$ cat config.mk
export PLATFORM = sky130hd
export DESIGN_NAME = srtf_scheduler
export DESIGN_NICKNAME = d
export VERILOG_FILES = /design/src/hdl/srtf_pkg.sv /design/src/hdl/srtf_scheduler.sv
export SDC_FILE = /design/constraint.sdc
export NUM_CORES = 2
export LEC_CHECK = 0
export ABC_CLOCK_PERIOD_IN_PS = 8300
export BUFFER_PORTS_ARGS = -buffer_cell sky130_fd_sc_hd__buf_2
export CAP_MARGIN = 5
export CORE_ASPECT_RATIO = 2
export CORE_MARGIN = 2
export CORE_UTILIZATION = 60
export CTS_CLUSTER_DIAMETER = 60
export DETAILED_ROUTE_END_ITERATION = 16
export GPL_ROUTABILITY_DRIVEN = 0
export PLACE_DENSITY_LB_ADDON = 0.15
export SYNTH_ARGS = -nofsm -noshare
export SYNTH_HDL_FRONTEND = slang
export SYNTH_SLANG_ARGS = --single-unit
$ cat constraint.sdc
create_clock -name aclk -period 8.3 [get_ports aclk]
set_input_delay 0.415 -clock aclk [delete_from_list [all_inputs] [get_ports aclk]]
set_output_delay 0.415 -clock aclk [all_outputs]
set_load 0.03 [all_outputs]
$ cat src/hdl/srtf_pkg.sv
// Shared types and constants of the SRTF scheduler.
`timescale 1ns / 1ps

package srtf_pkg;

    localparam int COUNT_W = 7;   // width of process_count and of the slot counters
    localparam int ID_W    = 16;  // task identifier width
    localparam int FIELD_W = 16;  // width of arrival and burst on the input port
    localparam int SLOT_W  = 6;   // width of the slot field
    localparam int CLOCK_W = 32;  // scheduler time width

    // item kinds
    localparam logic MODE_LOAD = 1'b0;
    localparam logic MODE_TICK = 1'b1;

    typedef enum logic [2:0] {
        ST_IDLE   = 3'b001,
        ST_SCAN   = 3'b010,
        ST_UPDATE = 3'b100
    } state_t;

endpackage

$ cat src/hdl/srtf_scheduler.sv
// Top level of the shortest-remaining-time-first scheduler.
`timescale 1ns / 1ps

// Preemptive shortest-remaining-time-first scheduler. The task table lives in
// one synchronous memory (arrival, id, remaining per slot) with one write
// port and a registered read port; a row of per-slot loaded bits, cleared by
// reset, makes every slot read as finished until it is loaded. A load beat
// (mode 0) writes one slot in the cycle it is accepted and returns no result
// beat. A tick beat (mode 1) scans the first min(process_count, SLOTS) slots
// through the memory read port, one slot per cycle, keeping the best candidate
// (least remaining time, lowest slot on a tie) and a count of finished slots
// in registers; once the read of the last slot has returned, the scan state
// hands over to the update state, which waits until the result register is
// free, then writes the decremented entry back and loads the result register.
// The block takes one beat at a time; a result waiting on m_ready does not
// block the next input beat until that beat's own result is due. Loads to
// slots at or above SLOTS are dropped, slots above 63 can never be loaded and
// count as finished, and arrival and burst are cut to TIME_BITS bits. When
// every slot in use is finished (also with a process count of zero) a tick
// reports all_done and changes nothing; a tick where tasks remain but none
// has arrived advances time and reports idle. process_count is to be written
// through cfg_wr_en / cfg_wr_data only while idle; the user is bound to this,
// and the block itself does not enforce it.

module srtf_scheduler #(
    parameter int SLOTS     = 64,
    parameter int TIME_BITS = 16
) (
    input  logic                           aclk,
    input  logic                           aresetn,

    input  logic                           cfg_wr_en,
    input  logic [srtf_pkg::COUNT_W-1:0]   cfg_wr_data,

    input  logic                           s_valid,
    output logic                           s_ready,
    input  logic                           s_mode,
    input  logic [srtf_pkg::SLOT_W-1:0]    s_slot,
    input  logic [srtf_pkg::FIELD_W-1:0]   s_arrival,
    input  logic [srtf_pkg::ID_W-1:0]      s_task_id,
    input  logic [srtf_pkg::FIELD_W-1:0]   s_burst,

    output logic                           m_valid,
    input  logic                           m_ready,
    output logic [srtf_pkg::CLOCK_W-1:0]   m_time_now,
    output logic [srtf_pkg::ID_W-1:0]      m_run_id,
    output logic                           m_idle,
    output logic                           m_job_done,
    output logic                           m_all_done
);

    localparam int CW        = srtf_pkg::COUNT_W;
    localparam int IDW       = srtf_pkg::ID_W;
    localparam int TW        = srtf_pkg::CLOCK_W;
    // only slots 0..63 are reachable through the slot field
    localparam int DEPTH     = (SLOTS < 64) ? SLOTS : 64;
    localparam int ABITS     = (DEPTH > 1) ? $clog2(DEPTH) : 1;
    localparam int MEM_DEPTH = 1 << ABITS;
    // table word: {arrival, id, remaining}
    localparam int W         = 2 * TIME_BITS + IDW;
    localparam int REM_LO    = 0;
    localparam int ID_LO     = TIME_BITS;
    localparam int ARR_LO    = TIME_BITS + IDW;

    srtf_pkg::state_t state_reg, state_next;

    logic [CW-1:0]        pc_reg;
    logic [TW-1:0]        clock_time_reg;

    // task table
    logic [W-1:0]         mem [MEM_DEPTH];
    logic [MEM_DEPTH-1:0] loaded_reg;

    logic                 mem_we;
    logic [ABITS-1:0]     mem_wa;
    logic [W-1:0]         mem_wd;

    // scan pipeline
    logic [CW-1:0]        n_reg;
    logic [CW-1:0]        issue_reg;
    logic                 rd_en;
    logic                 issue_in_range;
    logic                 rsp_vld_reg;
    logic                 rsp_inr_reg;
    logic                 rsp_loaded_reg;
    logic [W-1:0]         rsp_word_reg;
    logic [ABITS-1:0]     rsp_idx_reg;

    // running min and finished count
    logic [CW-1:0]        done_cnt_reg;
    logic                 have_pick_reg;
    logic [W-1:0]         best_word_reg;
    logic [ABITS-1:0]     best_idx_reg;

    logic [TIME_BITS-1:0] ev_rem;
    logic [TIME_BITS-1:0] ev_arr;
    logic [TIME_BITS-1:0] best_rem;
    logic                 ev_arrived;
    logic                 ev_take;

    logic                 in_fire;
    logic                 tick_fire;
    logic                 load_fire;
    logic                 slot_ok;
    logic [CW-1:0]        n_cap;

    logic                 out_free;
    logic                 upd_fire;
    logic                 all_done_c;
    logic                 run_c;
    logic [TIME_BITS-1:0] new_rem;

    logic                 m_valid_reg;
    logic [TW-1:0]        m_time_now_reg;
    logic [IDW-1:0]       m_run_id_reg;
    logic                 m_idle_reg;
    logic                 m_job_done_reg;
    logic                 m_all_done_reg;

    // ---------------- handshake and control ----------------
    assign s_ready   = (state_reg == srtf_pkg::ST_IDLE);
    assign in_fire   = s_valid && s_ready;
    assign tick_fire = in_fire && (s_mode == srtf_pkg::MODE_TICK);
    assign slot_ok   = (CW'(s_slot) < CW'(DEPTH));
    assign load_fire = in_fire && (s_mode == srtf_pkg::MODE_LOAD) && slot_ok;

    // slots in use: a count above SLOTS acts as SLOTS
    assign n_cap = (32'(pc_reg) > SLOTS) ? CW'(SLOTS) : pc_reg;

    assign rd_en          = (state_reg == srtf_pkg::ST_SCAN) && (issue_reg < n_reg);
    assign issue_in_range = (issue_reg < CW'(DEPTH));

    assign out_free   = !m_valid_reg || m_ready;
    assign upd_fire   = (state_reg == srtf_pkg::ST_UPDATE) && out_free;
    assign all_done_c = (done_cnt_reg == n_reg);
    assign run_c      = !all_done_c && have_pick_reg;

    // ---------------- scan evaluation ----------------
    // a slot never loaded, or beyond the table, reads as finished
    assign ev_rem     = (rsp_inr_reg && rsp_loaded_reg) ? rsp_word_reg[REM_LO +: TIME_BITS]
                                                        : '0;
    assign ev_arr     = rsp_word_reg[ARR_LO +: TIME_BITS];
    assign best_rem   = best_word_reg[REM_LO +: TIME_BITS];
    assign ev_arrived = (TW'(ev_arr) <= clock_time_reg);
    // strict compare keeps the lowest slot on a tie
    assign ev_take    = rsp_vld_reg && (ev_rem != '0) && ev_arrived &&
                        (!have_pick_reg || (ev_rem < best_rem));

    assign new_rem = best_rem - TIME_BITS'(1);

    // ---------------- memory write port ----------------
    always_comb begin
        mem_we = 1'b0;
        mem_wa = s_slot[ABITS-1:0];
        mem_wd = {TIME_BITS'(s_arrival), s_task_id, TIME_BITS'(s_burst)};
        if (load_fire) begin
            mem_we = 1'b1;
        end else if (upd_fire && run_c) begin
            mem_we = 1'b1;
            mem_wa = best_idx_reg;
            mem_wd = {best_word_reg[W-1:ID_LO], new_rem};
        end
    end

    always_ff @(posedge aclk) begin
        if (mem_we) begin
            mem[mem_wa] <= mem_wd;
        end
    end

    always_ff @(posedge aclk) begin
        if (rd_en) begin
            rsp_word_reg   <= mem[issue_reg[ABITS-1:0]];
            rsp_loaded_reg <= loaded_reg[issue_reg[ABITS-1:0]];
            rsp_inr_reg    <= issue_in_range;
            rsp_idx_reg    <= issue_reg[ABITS-1:0];
        end
    end

    // ---------------- state machine ----------------
    always_comb begin
        state_next = state_reg;
        case (state_reg)
            srtf_pkg::ST_IDLE: begin
                if (tick_fire) state_next = srtf_pkg::ST_SCAN;
            end
            srtf_pkg::ST_SCAN: begin
                if (!rd_en && !rsp_vld_reg) state_next = srtf_pkg::ST_UPDATE;
            end
            srtf_pkg::ST_UPDATE: begin
                if (out_free) state_next = srtf_pkg::ST_IDLE;
            end
            default: state_next = srtf_pkg::ST_IDLE;
        endcase
    end

    always_ff @(posedge aclk) begin
        if (!aresetn) begin
            state_reg      <= srtf_pkg::ST_IDLE;
            pc_reg         <= '0;
            clock_time_reg <= '0;
            loaded_reg     <= '0;
            rsp_vld_reg    <= 1'b0;
            issue_reg      <= '0;
            n_reg          <= '0;
            done_cnt_reg   <= '0;
            have_pick_reg  <= 1'b0;
            m_valid_reg    <= 1'b0;
        end else begin
            state_reg   <= state_next;
            rsp_vld_reg <= rd_en;

            if (cfg_wr_en) pc_reg <= cfg_wr_data;

            if (load_fire) loaded_reg[s_slot[ABITS-1:0]] <= 1'b1;

            if (tick_fire) begin
                issue_reg     <= '0;
                n_reg         <= n_cap;
                done_cnt_reg  <= '0;
                have_pick_reg <= 1'b0;
            end else begin
                if (rd_en) issue_reg <= issue_reg + CW'(1);
                if (rsp_vld_reg && (ev_rem == '0)) done_cnt_reg <= done_cnt_reg + CW'(1);
                if (ev_take) have_pick_reg <= 1'b1;
            end

            if (upd_fire && !all_done_c) clock_time_reg <= clock_time_reg + TW'(1);

            if (upd_fire) begin
                m_valid_reg <= 1'b1;
            end else if (m_ready) begin
                m_valid_reg <= 1'b0;
            end
        end
    end

    // candidate and result payload
    always_ff @(posedge aclk) begin
        if (ev_take) begin
            best_word_reg <= rsp_word_reg;
            best_idx_reg  <= rsp_idx_reg;
        end
        if (upd_fire) begin
            m_time_now_reg <= all_done_c ? clock_time_reg : clock_time_reg + TW'(1);
            m_run_id_reg   <= run_c ? best_word_reg[ID_LO +: IDW] : '0;
            m_idle_reg     <= !all_done_c && !have_pick_reg;
            m_job_done_reg <= run_c && (new_rem == '0);
            m_all_done_reg <= all_done_c;
        end
    end

    assign m_valid    = m_valid_reg;
    assign m_time_now = m_time_now_reg;
    assign m_run_id   = m_run_id_reg;
    assign m_idle     = m_idle_reg;
    assign m_job_done = m_job_done_reg;
    assign m_all_done = m_all_done_reg;

endmodule

==> metrics.csv <==
metric,value,unit
crit_family,simple AND/OR/NAND/NOR gates,
drive_gt1_frac,0.262,
drc,0,
tns,0,ps
hold_path.class,in -> reg,
post_cts_buffers,0,
pwr-share-comb,0.015,
clock.fmax,0.179,GHz
internal_power,25.8,mW
leakagePower,43.6,nW
switchingPower,6.31,mW
first_pass_iters,6,
power,32.1,mW
worst-path-buf-inv,3,
end_kind,flip-flop,
die_w,333,microns
synth_top_area_frac,0.746,
hold_depth,3,
overflow,0,
port-buffer-count,119,
ant_nets,0,
path_max_fanout,40,
r2r-start,state_reg[2],
initial_utilization,0.604,
vias,65100,
switching_share,0.197,
yosysSeqAreaShare,0.766,
syn-instance-count,6117,
cp-start-kind,flip-flop,
worst-setup-path-type,reg -> reg,
worstMarginPinSlew,1260,ps
tritoncts,yes,
fin_nets,6539,
syn_area_per_cell,21.3,sq um
io_pins,120,
largest_reg_flops,3072,
whs_endpoint,loaded_reg[63],
routedWlPerCell,37.2,microns
track_usage,0.322,
crit_chain,"nor3b_1, and2b_2, buf_4, and3_2, buf_4, a21oi_1, or2_2, nor2_4, buf_4",
grt_pass1_vias,65900,
drt-initial-drc-count,8465,
syn_area,130000,sq um
yosys.area.top_type,edfxtp_1,
p_clk_frac,0.405,
grt_max_degree,120,
reg2regPathDepth,9,
clock_latency,850,ps
antenna_found_initial,15,
clk_pin_slew,70,ps
cp_slowest_cell,and3_2,
grtUsageMet3,0.0529,
hold_start,s_slot[0],
crit_top_cell,buf_4,
coreArea,216000,sq um
ff2ff_setup_slack,2700,ps
drv_cap,0,
ir_worst_vdd,0.000149,V
dieArea,221000,sq um
setup_viol,0,
htree_levels,5,
grt_busiest_layer,met2,
max_stage_delay,760,ps
synthTopCellsByArea,"edfxtp_1 75%, mux4_2 15%, dfxtp_1 2.0%",
synth_cell_type_count,70,
dp_hpwl,212000,microns
fin_util,0.669,
num_rows,241,
synth-edff-count,3233,
worstPathArrival,6070,ps
cts_sinks,3363,
die_y,663,microns
ctsHoldBuffers,21,
yosysWarnings,0,
async_flop_share,0,
worstReg2RegEnd,mem[19][21],
grt_pass1_wl,493000,microns
post_cts_resized,0,
seqPwrFrac,0.580,
postRouteWirelength,351000,microns
ys_dominant_reg_cell,edfxtp_1,
rsz0062_at_grt,false,
ys_seq_elements,3363,
grt_util_met1,0.390,
area_delta_synth_final,10.8,%
cts_buffers,283,
hold_viol,0,
report.final.slew_viol_count,0,
cts_root_buffer,clkbuf_16,
syn_nets,6226,
period_needed,5600,ps
status,finished clean,
pwr_density_cell,222,nW/um^2
finalClockSkew,31.0,ps
slew_headroom,0.156,
period_share,0.675,
clock_path_buffers,4,
crit_required,8770,ps
via_per_inst,6.89,
grtUsageMet2,0.559,
## kinds of logic after synthesis
family          Yosys count  share of synthesized area
xor+xnor                 81                    0.00545
compound gates          417                     0.0206
simple gates            805                     0.0280
buf+inv                 373                     0.0132
flops                  3363                      0.766
fa+ha+maj                42                    0.00404
mux                    1036                      0.163
## power groups by stage
stage	sequential [mW]	combinational (mW)	clock (mW)
6_report	18.6	0.471	13.0
5_1_grt	18.6	0.499	13.7
4_1_cts	18.6	0.464	13.1
3_5_place_dp	19.0	0.456	0
3_3_place_gp	19.0	0.435	0
2_1_floorplan	19.0	0.216	0
## worst max path at each step
stage                  from          end  slack (ps)  cells after the start
6_report       state_reg[2]  mem[19][21]        2700                      9
5_1_grt        state_reg[2]  mem[19][25]        2520                      9
4_1_cts        state_reg[2]  mem[19][22]        2770                      9
3_5_place_dp   state_reg[2]  mem[19][32]        2810                      9
3_3_place_gp   state_reg[2]  mem[19][31]        2790                      9
2_1_floorplan  state_reg[2]    mem[0][0]        1570                      7
## placed cells by master (no fill, tap or decap), types with 23 or more instances in the layout
cell       synthesis  routed
mux2i_1          149     149
nor2_4             0      59
a211oi_1          31      31
a22oi_1           43      43
nand3_1           36      36
edfxtp_1        3233    3233
nor2_1           326     266
nor3_1            39      37
o21ai_0           56      41
buf_2            116     120
ha_1              42      42
clkinv_2           0      50
dfxtp_1          130     124
o22ai_1           69      69
mux4_2           866     866
inv_1             44      46
clkbuf_16          0     290
nand4_1           23      23
clkinv_1           1      49
clkbuf_1         156      44
a21oi_1          101     101
and3_1            39      38
buf_4             25     200
nand2_1          219     210
xnor2_1           62      62
## routing by layer
metal	up-vias	wire length (microns)	part of all wire
li1	26000	-	-
met2	3660	185000	0.53
met5	-	21	0.000060
met3	822	30100	0.086
met4	4	20800	0.059
met1	34600	116000	0.33
## cell usage after synthesis (25+ instances only)
| cell | instances |
|---|---|
| a21oi_1 | 101 |
| nand3_1 | 36 |
| nand2_1 | 219 |
| nor3_1 | 39 |
| nor2_1 | 326 |
| o22ai_1 | 69 |
| and3_1 | 39 |
| buf_2 | 116 |
| inv_1 | 44 |
| mux4_2 | 866 |
| clkbuf_1 | 156 |
| ha_1 | 42 |
| o21ai_0 | 56 |
| a22oi_1 | 43 |
| xnor2_1 | 62 |
| edfxtp_1 | 3233 |
| buf_4 | 25 |
| mux2i_1 | 149 |
| dfxtp_1 | 130 |
| a211oi_1 | 31 |
## cell type report
type	instances	area, sq um
multi-input cells	2381	29500
diodes	14	35.0
clock inverters	149	1310
repair buffers	356	2610
well taps	2794	3500
flip-flops and latches	3363	99700
clock buffers	336	7450
inverters	45	171
fillers	13500	71300
## worst register-to-register path, stage by stage, from the launching register on
cell	delay (ps)
dfxtp_1	420
nor3b_1	350
and2b_2	440
buf_4	510
and3_2	780
buf_4	480
a21oi_1	460
or2_2	490
nor2_4	550
buf_4	650
## stage by stage
stage	instances	cell area [sq um]	hold WS, ps	setup WS (ps)
global placement	8915	135000	401	2790
global route	9428	144000	94.2	2520
detailed placement	8916	135000	406	2810
floorplan	6117	130000	400	1570
finish	9438	144000	86.5	2700
CTS	9422	144000	33.5	2770
Note: power is estimated with default switching activity, not from simulation.
